`src/hdl/bakery_ticket_arbiter_defines.svh`:
```
// Assertion macros shared by the bakery ticket arbiter RTL.
`ifndef BAKERY_TICKET_ARBITER_DEFINES_SVH
`define BAKERY_TICKET_ARBITER_DEFINES_SVH

// Same-cycle implication, checked outside reset.
`define BTA_ASSERT_NOW(label, clk, rst_n, ante, cons, msg) \
    label: assert property (@(posedge clk) disable iff (!(rst_n)) (ante) |-> (cons)) \
        else $error(msg);

// Next-cycle implication, checked outside reset.
`define BTA_ASSERT_NEXT(label, clk, rst_n, ante, cons, msg) \
    label: assert property (@(posedge clk) disable iff (!(rst_n)) (ante) |=> (cons)) \
        else $error(msg);

`endif

```
`src/hdl/bta_pkg.sv`:
```
// Package of types and constants for the bakery ticket arbiter.
`default_nettype none

package bta_pkg;

    localparam int NUM_REQ_DEF     = 16;
    localparam int TICKET_BITS_DEF = 16;

    localparam int STATUS_W     = 2;
    localparam int REQ_W        = 4;
    localparam int TICKET_OUT_W = 16;
    localparam int ID_OUT_W     = 4;

    localparam logic [STATUS_W-1:0] STAT_DONE     = 2'd0;
    localparam logic [STATUS_W-1:0] STAT_IGNORED  = 2'd1;
    localparam logic [STATUS_W-1:0] STAT_OVERFLOW = 2'd2;

    localparam logic ACT_ACQUIRE = 1'b0;
    localparam logic ACT_RELEASE = 1'b1;

    typedef enum logic [1:0] {
        ST_IDLE,
        ST_SCAN,
        ST_FIN
    } t_state;

endpackage

`default_nettype wire

```
`src/hdl/bta_ram.sv`:
```
// Generic single-port-write, single-port-read RAM with a registered read.
`default_nettype none

module bta_ram #(
    parameter int WIDTH = 16,
    parameter int DEPTH = 16
) (
    input  wire logic                     i_clk,
    input  wire logic                     i_we,
    input  wire logic [$clog2(DEPTH)-1:0] i_waddr,
    input  wire logic [WIDTH-1:0]         i_wdata,
    input  wire logic                     i_re,
    input  wire logic [$clog2(DEPTH)-1:0] i_raddr,
    output logic      [WIDTH-1:0]         o_rdata
);

    logic [WIDTH-1:0] r_mem [DEPTH];
    logic [WIDTH-1:0] r_rdata;

    // A read at the address being written returns the old contents.
    always_ff @(posedge i_clk) begin
        if (i_we) begin
            r_mem[i_waddr] <= i_wdata;
        end
        if (i_re) begin
            r_rdata <= r_mem[i_raddr];
        end
    end

    assign o_rdata = r_rdata;

endmodule

`default_nettype wire

```
`src/hdl/bakery_ticket_arbiter.sv`:
```
// An accepted event starts a scan of the ticket table; the finishing cycle can accept the next one.
// The pace is set by the ticket table's single read port: one entry is read per cycle, then the
// finishing cycle writes back and issues the result into the output register.
// Reset (synchronous, active low) empties the ticket table at once through per-entry valid flags,
// so no clearing pass is needed; the output register is emptied and the block is ready at once.
// A result held in the output register by a stall holds the finishing cycle, and the next event.
`default_nettype none

module bakery_ticket_arbiter #(
    parameter int NUM_REQ     = bta_pkg::NUM_REQ_DEF,
    parameter int TICKET_BITS = bta_pkg::TICKET_BITS_DEF
) (
    input  wire logic                               i_clk,
    input  wire logic                               i_rst_n,
    // Event channel.
    input  wire logic                               i_valid,
    output logic                                    o_stall,
    input  wire logic                               i_action,
    input  wire logic [bta_pkg::REQ_W-1:0]          i_requester,
    // Result channel.
    output logic                                    o_valid,
    input  wire logic                               i_stall,
    output logic      [bta_pkg::STATUS_W-1:0]       o_status,
    output logic      [bta_pkg::TICKET_OUT_W-1:0]   o_ticket,
    output logic                                    o_grant_valid,
    output logic      [bta_pkg::ID_OUT_W-1:0]       o_grant_id
);

    import bta_pkg::*;

    `include "bakery_ticket_arbiter_defines.svh"

    localparam int IDW = $clog2(NUM_REQ);
    localparam int CW  = $clog2(NUM_REQ + 1);
    localparam logic [TICKET_BITS-1:0] TICKET_MAX = {TICKET_BITS{1'b1}};

    // Control state.
    t_state                 r_state, n_state;
    logic [CW-1:0]          r_cnt, n_cnt;
    logic [NUM_REQ-1:0]     r_vld, n_vld;

    // The event being served.
    logic                   r_act, n_act;
    logic [REQ_W-1:0]       r_who, n_who;

    // Scan accumulators: the largest ticket, the requester's own entry, and the
    // smallest nonzero ticket among all other requesters.
    logic [TICKET_BITS-1:0] r_max, n_max;
    logic [TICKET_BITS-1:0] r_own, n_own;
    logic                   r_found, n_found;
    logic [TICKET_BITS-1:0] r_best, n_best;
    logic [IDW-1:0]         r_bid, n_bid;

    // Read-side bookkeeping for the table RAM.
    logic                   r_rd_vld, n_rd_vld;
    logic                   r_fwd_hit, n_fwd_hit;
    logic [TICKET_BITS-1:0] r_fwd_dat, n_fwd_dat;

    // Output register.
    logic                   r_ovld, n_ovld;
    logic [STATUS_W-1:0]    r_ostat, n_ostat;
    logic [TICKET_OUT_W-1:0] r_otick, n_otick;
    logic                   r_ogv, n_ogv;
    logic [ID_OUT_W-1:0]    r_ogid, n_ogid;

    // RAM ports.
    logic                   ram_we, ram_re;
    logic [IDW-1:0]         ram_waddr, ram_raddr;
    logic [TICKET_BITS-1:0] ram_wdata, ram_q;

    // Helpers.
    logic                   in_acc;
    logic                   fin_go;
    logic                   who_ok;
    logic [IDW-1:0]         who_idx;
    logic [CW-1:0]          cnt_m1;
    logic [IDW-1:0]         scan_idx;
    logic [TICKET_BITS-1:0] scan_dat;

    // Finishing cycle results.
    logic [STATUS_W-1:0]    f_status;
    logic [TICKET_BITS-1:0] f_ticket;
    logic [TICKET_BITS-1:0] f_own_new;
    logic                   f_gv;
    logic [IDW-1:0]         f_gid;
    logic [31:0]            f_ticket_ext;
    logic [31:0]            f_gid_ext;

    bta_ram #(
        .WIDTH (TICKET_BITS),
        .DEPTH (NUM_REQ)
    ) u_table (
        .i_clk   (i_clk),
        .i_we    (ram_we),
        .i_waddr (ram_waddr),
        .i_wdata (ram_wdata),
        .i_re    (ram_re),
        .i_raddr (ram_raddr),
        .o_rdata (ram_q)
    );

    // The finishing cycle may only complete when the output register can take the result.
    assign fin_go  = (r_state == ST_FIN) && (!r_ovld || !i_stall);
    assign o_stall = !((r_state == ST_IDLE) || fin_go);
    assign in_acc  = i_valid && !o_stall;

    assign who_ok  = (32'(r_who) < 32'(NUM_REQ));
    assign who_idx = IDW'(r_who);

    // Entry index whose data is arriving from the RAM this cycle.
    assign cnt_m1   = r_cnt - CW'(1);
    assign scan_idx = cnt_m1[IDW-1:0];

    // Entries never written since reset read as zero; a read that collided with a
    // write of the same entry takes the written value.
    assign scan_dat = r_fwd_hit ? r_fwd_dat : (r_rd_vld ? ram_q : '0);

    // Reads: entry 0 on acceptance, then one entry per cycle while scanning.
    assign ram_re    = in_acc || ((r_state == ST_SCAN) && (r_cnt < CW'(NUM_REQ)));
    assign ram_raddr = (r_state == ST_SCAN) ? r_cnt[IDW-1:0] : '0;

    // Outcome of the event, worked out from the scan totals in the finishing cycle.
    always_comb begin
        f_status  = STAT_DONE;
        f_ticket  = '0;
        f_own_new = '0;
        ram_we    = 1'b0;
        ram_wdata = '0;
        if (!who_ok) begin
            f_status = STAT_IGNORED;
        end else if (r_act == ACT_ACQUIRE) begin
            if (r_own != '0) begin
                f_status  = STAT_IGNORED;
                f_ticket  = r_own;
                f_own_new = r_own;
            end else if (r_max == TICKET_MAX) begin
                f_status = STAT_OVERFLOW;
            end else begin
                f_ticket  = r_max + TICKET_BITS'(1);
                f_own_new = f_ticket;
                ram_we    = fin_go;
                ram_wdata = f_ticket;
            end
        end else begin
            if (r_own == '0) begin
                f_status = STAT_IGNORED;
            end else begin
                ram_we    = fin_go;
                ram_wdata = '0;
            end
        end

        // Fold the requester's new entry into the holder found among the others.
        f_gv  = r_found;
        f_gid = r_bid;
        if ((f_own_new != '0) &&
            (!r_found || (f_own_new < r_best) ||
             ((f_own_new == r_best) && (who_idx < r_bid)))) begin
            f_gv  = 1'b1;
            f_gid = who_idx;
        end
        if (!f_gv) begin
            f_gid = '0;
        end
        f_ticket_ext = 32'(f_ticket);
        f_gid_ext    = 32'(f_gid);
    end

    assign ram_waddr = who_idx;

    // Next-state logic for the sequencer, the scan and the output register.
    always_comb begin
        n_state   = r_state;
        n_cnt     = r_cnt;
        n_vld     = r_vld;
        n_act     = r_act;
        n_who     = r_who;
        n_max     = r_max;
        n_own     = r_own;
        n_found   = r_found;
        n_best    = r_best;
        n_bid     = r_bid;
        n_rd_vld  = ram_re ? r_vld[ram_raddr] : r_rd_vld;
        n_fwd_hit = ram_re && ram_we && (ram_raddr == ram_waddr);
        n_fwd_dat = ram_wdata;
        n_ovld    = r_ovld && i_stall;
        n_ostat   = r_ostat;
        n_otick   = r_otick;
        n_ogv     = r_ogv;
        n_ogid    = r_ogid;

        unique case (r_state)
            ST_IDLE: begin
                if (in_acc) begin
                    n_state = ST_SCAN;
                end
            end
            ST_SCAN: begin
                if (scan_dat > r_max) begin
                    n_max = scan_dat;
                end
                if (who_ok && (scan_idx == who_idx)) begin
                    n_own = scan_dat;
                end else if ((scan_dat != '0) && (!r_found || (scan_dat < r_best))) begin
                    n_found = 1'b1;
                    n_best  = scan_dat;
                    n_bid   = scan_idx;
                end
                if (r_cnt == CW'(NUM_REQ)) begin
                    n_state = ST_FIN;
                end else begin
                    n_cnt = r_cnt + CW'(1);
                end
            end
            ST_FIN: begin
                if (fin_go) begin
                    if (ram_we) begin
                        n_vld[ram_waddr] = 1'b1;
                    end
                    n_ovld  = 1'b1;
                    n_ostat = f_status;
                    n_otick = f_ticket_ext[TICKET_OUT_W-1:0];
                    n_ogv   = f_gv;
                    n_ogid  = f_gid_ext[ID_OUT_W-1:0];
                    n_state = in_acc ? ST_SCAN : ST_IDLE;
                end
            end
            default: begin
                n_state = ST_IDLE;
            end
        endcase

        // A newly accepted event starts a fresh scan.
        if (in_acc) begin
            n_act   = i_action;
            n_who   = i_requester;
            n_cnt   = CW'(1);
            n_max   = '0;
            n_own   = '0;
            n_found = 1'b0;
            n_best  = '0;
            n_bid   = '0;
        end
    end

    always_ff @(posedge i_clk) begin
        if (!i_rst_n) begin
            r_state   <= ST_IDLE;
            r_vld     <= '0;
            r_ovld    <= 1'b0;
            r_fwd_hit <= 1'b0;
        end else begin
            r_state   <= n_state;
            r_vld     <= n_vld;
            r_ovld    <= n_ovld;
            r_fwd_hit <= n_fwd_hit;
        end
    end

    always_ff @(posedge i_clk) begin
        r_cnt     <= n_cnt;
        r_act     <= n_act;
        r_who     <= n_who;
        r_max     <= n_max;
        r_own     <= n_own;
        r_found   <= n_found;
        r_best    <= n_best;
        r_bid     <= n_bid;
        r_rd_vld  <= n_rd_vld;
        r_fwd_dat <= n_fwd_dat;
        r_ostat   <= n_ostat;
        r_otick   <= n_otick;
        r_ogv     <= n_ogv;
        r_ogid    <= n_ogid;
    end

    assign o_valid       = r_ovld;
    assign o_status      = r_ostat;
    assign o_ticket      = r_otick;
    assign o_grant_valid = r_ogv;
    assign o_grant_id    = r_ogid;

    // The scan counter stays within the table while scanning.
    `BTA_ASSERT_NOW(a_scan_range, i_clk, i_rst_n, r_state == ST_SCAN,
        (r_cnt >= CW'(1)) && (r_cnt <= CW'(NUM_REQ)), "scan counter out of range")

    // A completed finishing cycle always leaves a result beat in the output register.
    `BTA_ASSERT_NEXT(a_fin_result, i_clk, i_rst_n, fin_go, r_ovld,
        "finishing cycle did not produce a result")

    // The table is written only in the finishing cycle.
    `BTA_ASSERT_NOW(a_write_fin, i_clk, i_rst_n, ram_we, r_state == ST_FIN,
        "table written outside the finishing cycle")

    // A refused acquire never reports a ticket.
    `BTA_ASSERT_NOW(a_ovf_ticket, i_clk, i_rst_n, r_ovld && (r_ostat == STAT_OVERFLOW),
        r_otick == '0, "overflow result carries a ticket")

endmodule

`default_nettype wire

```
`config.mk`:
```
export PLATFORM = sky130hd
export DESIGN_NAME = bakery_ticket_arbiter
export DESIGN_NICKNAME = d
export VERILOG_FILES = /design/src/hdl/bta_pkg.sv /design/src/hdl/bta_ram.sv /design/src/hdl/bakery_ticket_arbiter.sv
export VERILOG_INCLUDE_DIRS = /design/src /design/src/hdl
export SDC_FILE = /design/constraint.sdc
export NUM_CORES = 1
export LEC_CHECK = 0
export BUFFER_PORTS_ARGS = -buffer_cell sky130_fd_sc_hd__buf_2
export CORE_UTILIZATION = 50
export DETAILED_ROUTE_END_ITERATION = 16
export GPL_TIMING_DRIVEN = 0
export PLACE_DENSITY = 0.65
export SLEW_MARGIN = 20
export SYNTH_ARGS = -nofsm -noshare
export SYNTH_HDL_FRONTEND = slang
export SYNTH_SLANG_ARGS = --single-unit
```
`constraint.sdc`:
```
create_clock -name i_clk -period 4.5 [get_ports i_clk]
set_input_delay 0.225 -clock i_clk [delete_from_list [all_inputs] [get_ports i_clk]]
set_output_delay 0.225 -clock i_clk [all_outputs]
set_load 0.03 [all_outputs]
```
==> metrics.yaml, run 1 <==
clock_network:
  cts_tree: "yes"
  clkLatencyLatePin_ns: 0.56
  clock_path_buffers: 3
  htreeDepth: 2
  clk_pin_slew_ns: 0.06
  clockRootBuffer: "clkbuf_16"
  numCtsBuffers: 43
  clkSinkCount: 395
setup_path:
  cp_max_fo: 10
  path_cells: "nor4_2 -> nand4_1 -> o21ba_4 -> clkbuf_2 -> o21ai_0 -> a21oi_1 -> ha_1 -> nand2_1 -> nor2_1 -> a2111oi_0 -> o21ai_0 -> o211ai_1 -> a31oi_1 -> mux2i_2 -> o21ai_1"
  slowest_stage: "a2111oi_0"
  cp-end-kind: "register"
  critPathBufInv: 1
  max_stage_delay_ns: 0.43
  cp.required_ns: 4.78
  arrival_ns: 4.52
  crit_top_cell: "o21ai_0"
  cp-start-kind: "register"
  crit_family: "compound AO/OA/AOI/OAI gates"
  crit_type: "register to register"
synthesis:
  synth_mux_area_share_pct: 8.288
  synthesis.nets: 1384
  dominantRegCellSynth: "edfxtp_1"
  ys_seq_area_share_pct: 63.34
  synth_area_um2: 17240
  async_reset_ff_share_pct: 0
  synth_top_family_by_area: "compound AO/OA/AOI/OAI gates"
  yosysUniqueCellTypes: 70
  yosysWarnings: 0
  synth_edf_count: 301
  synth_xor_xnor_area_share_pct: 1.321
  synthCells: 1320
  synth-simple-area-share_pct: 8.107
  synth_adder_area_share_pct: 3.992
  ys_seq_elements: 395
  synth_compound_gate_area_share_pct: 11.78
  synth_area_per_cell_um2: 13.06
cells_and_area:
  drive_above_1_share_pct: 17.28
  areaGrowthSynthToFinish_pct: 14.84
  fin_area_um2: 19800
  num-nets-final: 1496
drt:
  dr.pass1.iters: 6
  wire_per_inst_um: 24.48
  drt_iter0_drc: 1115
  ant_nets: 0
  vias: 11550
  drc_errors: 0
  routed_wl_mm: 46.83
  viasPerCell: 6.038
timing:
  max_freq_mhz: 235.4
  slew_viol_final: 0
  worstMarginPinSlew_ns: 1.133
  rsz0062_at_grt: "no"
  hold_viol: 0
  fin_crit_sh_pct: 94.39
  slew_headroom_pct: 24.49
  clock-skew-final_ns: 0.02593
  worst_slack_ns: 0.2524
  min_period_ns: 4.248
  setup_violations: 0
power:
  powerDensity_nw_per_um2: 503.0
  leakagePower_nw: 7.281
  peakVddDrop_uv: 359.0
floorplan:
  pin_count: 34
  num_rows: 67
  start_util_pct: 51.16
  chipWidth_um: 187.7
  die-area_um2: 35230
  die_h_um: 187.7
  core_um2: 33700
global_route:
  grt_pass1_vias: 11160
  grt_max_degree: 24
  overflow: 0
  antenna_found_initial: 0
  grt_usage_pct: 26.92
  grt_pass1_wl_mm: 69.85
min_path:
  hp-class: "primary input to register"
placement:
  placed_cell_area_um2: 18350
  io_buffers: 32
  gp_congestion: 0.9696
  hpwl_mm: 33.11
  post-place-ws_ns: -0.1719
run:
  maxCapViolations: 0
outcome:
  status: "finished clean"
-- power by group --
part / switching, mW / leakage (nW) / internal (mW) / total, mW
sequential: 0.0965 / 3.56 / 4.22 / 4.31
combinational: 1.48 / 3.06 / 0.805 / 2.29
clock: 1.40 / 0.660 / 1.96 / 3.36
-- Yosys cell counts (all sizes together) (2+ instances only) --
master,instances,share of area [%]
a2111oi,3,0.16
a211oi,20,0.90
a21boi,4,0.24
a21o,14,0.61
a21oi,71,2.1
a221o,17,0.99
a221oi,17,0.86
a22o,15,0.79
a31oi,10,0.36
and2,2,0.073
and3,4,0.15
and4,4,0.22
buf,22,0.86
clkbuf,54,1.2
dfxtp,94,11
edfxtp,301,52
ha,55,4.0
inv,52,1.1
mux2,51,3.3
mux2i,85,5.0
nand2,39,0.89
nand2b,5,0.18
nand3,28,0.81
nand3b,7,0.30
nand4,15,0.67
nor2,117,2.6
nor2b,8,0.33
nor3,14,0.53
nor3b,2,0.12
nor4,11,0.54
nor4bb,3,0.17
o211ai,4,0.17
o21a,24,1.0
o21ai,89,2.6
o22ai,17,0.62
or3,4,0.15
or4,2,0.087
xnor2,21,1.1
xor2,5,0.25
-- layer usage --
metal / up-vias / part of all wire (%) / track usage [%]
li1: 5222 / - / -
met1: 5670 / 41 / 36.01
met4: 0 / 5.6 / 14.35
met2: 531 / 45 / 41.74
met5: - / 0 / 0
met3: 128 / 8.2 / 5.035
-- final cells by class --
type / instances / area, um^2
tap: 448 / 560.5
clock buffer: 63 / 1241
buffer: 76 / 354.1
timing repair buffer: 67 / 538.0
fill: 2727 / 13900
inverter: 52 / 195.2
clock inverter: 14 / 96.34
antenna: 1 / 2.502
sequential: 395 / 10920
multi-input combinational: 797 / 5891
-- cells in the final DEF, fill, tap and decap left out, types with 9 or more instances in the layout --
cell type and instances:
clkbuf_1 63, a21oi_1 70, a221oi_1 17, buf_2 40, ha_1 55, o21ai_0 82
mux2i_1 84, o21a_1 24, buf_6 14, a21o_1 14, dfxtp_1 94, buf_4 20
edfxtp_1 301, a22o_1 11, clkbuf_8 9, a221o_1 17, clkbuf_16 43, nand4_1 13
xnor2_1 21, nand2_1 38, a211oi_1 19, a31oi_1 10, mux2_2 51, nor2_1 94
nand3_1 28, nor2_2 18, o22ai_1 17, inv_1 50
-- path summary, 6_finish.rpt --
path,startpoint,end,slack [ns],depth (start not counted)
setup / recovery,r_own[2],o_grant_id[0],0.25,15
hold / removal,i_valid,r_cnt[0],0.05,3
setup reg to reg,r_own[2],o_grant_id[0],0.25,15
hold reg to reg,r_vld[1],r_vld[1],0.47,1
-- sequential cells by signal, summed over array words and instances (netlist names) --
| name | count |
|---|---|
| o_ticket | 16 |
| o_grant_valid | 1 |
| o_status | 2 |
| r_fwd_hit | 1 |
| r_cnt | 5 |
| r_bid | 4 |
| r_act | 1 |
| u_table.o_rdata | 16 |
| r_state | 2 |
| r_max | 16 |
| r_rd_vld | 1 |
| r_found | 1 |
| o_grant_id | 4 |
| r_best | 16 |
| r_fwd_dat | 16 |
| r_who | 4 |
| r_vld | 16 |
| r_own | 16 |
| u_table.r_mem | 256 |
| o_valid | 1 |
-- worst register-to-register path, delay by kind of cell (launching register included) --
family	cells	cell delay, ns
adder cells (fa/ha/maj)	1	0.29
multiplexers	1	0.33
buffers and inverters	1	0.23
AND/OR/NAND/NOR	4	0.88
flip-flops	1	0.34
AO/OA/AOI/OAI	8	1.91
-- per-stage QoR --
step / std cells / setup TNS [ns] / hold slack, ns / total power [mW] / utilization, %
2_1_floorplan: 1320 / 0 / 0.3239 / 5.810 / -
3_3_place_gp: 1800 / -63.40 / 0.4067 / 6.515 / 53.30
3_5_place_dp: 1824 / -0.5429 / 0.4064 / 6.616 / 54.46
4_1_cts: 1907 / 0 / 0.01825 / 9.946 / 58.60
5_1_grt: 1912 / 0 / 0.06745 / 10.31 / 58.74
6_report: 1913 / 0 / 0.04640 / 9.959 / 58.75
-- cells by family (layout without fill, tap and decap cells) --
group / count (synthesis) / in the layout
multiplexers: 136 / 136
AND/OR/NAND/NOR: 269 / 269
AO/OA/AOI/OAI: 311 / 311
other: 0 / 1
XOR/XNOR: 26 / 26
flip-flops: 395 / 395
adder cells (fa/ha/maj): 55 / 55
buffers and inverters: 128 / 272
-- timing repair --
action,in CTS,in global routing
hold buffers,5,0
gates resized for setup,1,4
hold endpoints to repair,5,0
pin swaps,1,3
endpoints found under the setup margin,4,4
setup buffers,1,5
Power figures use the tool's default switching activity.
==> run 2: changes to the inputs <==
CTS_CLUSTER_SIZE = 40   (was default)
PLACE_DENSITY = 0.67   (was 0.65)
clock period = 3.79 ns   (was 4.5 ns; I/O delays follow)
==> metrics.yaml, run 2 (synthesis gave the netlist of run 1 again) <==
drt:
  routed_wl_mm: 45.84
  top_layer: "met4"
  drt_iter0_drc: 946
  drc_errors: 0
  dr.pass1.iters: 6
  viasPerCell: 5.977
  vias: 11410
  wire_per_inst_um: 24.01
  ant_nets: 0
  met3_wirelength_mm: 3.064
  routed-wl-met2_mm: 21.85
  wl_met1_mm: 18.89
setup_path:
  path_cells: "buf_4 -> nand4_1 -> or3_4 -> o21ba_4 -> clkbuf_4 -> a21oi_1 -> nor2_1 -> ha_1 -> a21oi_1 -> nor2_1 -> a2111oi_2 -> o21ai_1 -> o211ai_1 -> a31oi_4 -> mux2i_4 -> o21ai_1"
  crit_family: "compound AO/OA/AOI/OAI gates"
  cp-start-kind: "register"
  cp-end-kind: "register"
  crit_type: "register to register"
  slowest_stage: "or3_4"
  cp.required_ns: 4.07
  cp.depth: 16
  crit_path_end: "o_grant_id[0]"
  cp-startpoint: "r_max[8]"
  r2r_setup_slack_ns: 0.14
  r2r_cells: 16
  cp_max_fo: 10
  max_stage_delay_ns: 0.38
  r2r_end: "o_grant_id[0]"
  critPathBufInv: 2
  arrival_ns: 3.93
  r2r-start: "r_max[8]"
cells_and_area:
  final_common_cell: "edfxtp_1"
  layout.cells.most_common_list: "edfxtp_1 (301), nor2_1 (92), dfxtp_1 (92)"
  num-nets-final: 1492
  fillCellCount: 2691
  postLayoutCoreUtil_pct: 59.53
  diodes: 0
  regMostFlops: "u_table.r_mem"
  areaGrowthSynthToFinish_pct: 16.37
  largest_reg_flops: 256
  drive_above_1_share_pct: 18.21
timing:
  min_period_ns: 3.649
  clock-skew-final_ns: 0.02899
  hold_viol: 0
  setup_violations: 0
  holdWs_ns: 0.01842
  slew_headroom_pct: 30.50
  worstMarginPinSlew_ns: 1.042
  fin_crit_sh_pct: 96.28
  max_freq_mhz: 274.0
  slew_viol_final: 0
global_route:
  grt_usage_pct: 26.19
  antenna_found_initial: 1
  grt_max_degree: 18
  grt_pass1_vias: 11300
  grt_pass1_wl_mm: 68.82
  overflow: 0
placement:
  gp_congestion: 0.9094
  hpwl_mm: 32.94
  io_buffers: 32
power:
  leakagePower_nw: 7.389
  pwr-share-seq_pct: 42.2
  p_sw_mw: 3.576
  clkPwrFrac_pct: 35.1
  comb_power_share_pct: 22.7
  p_int_mw: 8.603
  swShare_pct: 29.36
  powerDensity_nw_per_um2: 607.1
  peakVddDrop_uv: 443.6
clock_network:
  clk_pin_slew_ns: 0.06
  clock_path_buffers: 3
  clkLatencyLatePin_ns: 0.57
  cts_tree: "yes"
  numCtsBuffers: 41
  clkSinkCount: 395
  clockRootBuffer: "clkbuf_16"
  htreeDepth: 2
floorplan:
  num_rows: 67
  die-area_um2: 35230
  pin_count: 34
  start_util_pct: 51.16
  core_um2: 33700
  chipWidth_um: 187.7
  die_h_um: 187.7
outcome:
  status: "finished clean"
min_path:
  hold_depth: 3
  hp-class: "primary input to register"
run:
  maxCapViolations: 0
run 2: cell count changes in the layout (fill, tap and decap cells not counted), moves of 3 or more:
cell       before  now
a21oi_2         0    3
buf_8           6   12
bufinv_16       1    5
a21oi_1        70   67
clkbuf_1       63   60
buf_4          20   11
nor3_4          1    5
nor3_2          6    2
run 2: how the worst min path moves through the flow:
stage                               from       end  slack (ns)
after floorplan                 i_action     r_act        0.29
after detailed placement  i_requester[2]  r_who[2]        0.37
after CTS                        i_valid  r_cnt[0]       0.007
after global placement    i_requester[0]  r_who[0]        0.37
after global routing             i_valid  r_cnt[0]        0.04
final                            i_valid  r_cnt[0]        0.02
run 2: cell type report:
cell class              count  area, um^2  area share, %
inverters                  52       195.2         0.9729
plain buffers              76       365.4          1.821
well taps                 448       560.5          2.794
clock inverters            18       234.0          1.166
flip-flops and latches    395       10920          54.45
multi-input cells         797        6015          29.98
clock buffers              58        1214          6.050
repair buffers             65       555.5          2.769
run 2: power groups by stage:
| stage | sequential, mW | combinational, mW | clock, mW |
|---|---|---|---|
| after global routing | 5.15 | 2.98 | 4.47 |
| after CTS | 5.12 | 2.64 | 4.32 |
| after detailed placement | 5.21 | 2.58 | 0 |
| final | 5.13 | 2.76 | 4.28 |
| after global placement | 5.22 | 2.44 | 0 |
| after floorplan | 5.18 | 1.72 | 0 |
run 2: per-layer routing:
metal / GRT usage [%] / vias up
met5: 0 / -
met4: 11.60 / 0
met1: 34.16 / 5631
li1: - / 5214
met3: 4.361 / 125
met2: 43.11 / 440
run 2: tightest hold or removal path, stage by stage:
cell     delay [ns]
buf_2          0.08
nand2_1        0.17
nand2_1        0.10
run 2: through the flow:
stage	power [mW]	setup WS, ns	std cells	TNS, ns	instance area, um^2
CTS	12.08	0.01708	1908	0	19960
global placement	7.659	-1.173	1800	-211.44	17980
floorplan	6.899	0.2440	1320	0	17260
detailed placement	7.791	-0.5268	1825	-2.054	18390
finish	12.18	0.1410	1909	0	20060
global route	12.60	-0.01303	1909	-0.03015	20060
run 2: what timing repair did:
action	4_1_cts	5_1_grt
setup buffers	2	1
hold endpoints to repair	5	0
hold buffers	5	0
pin swaps	2	4
setup endpoints to repair	4	4
resized for setup	14	22
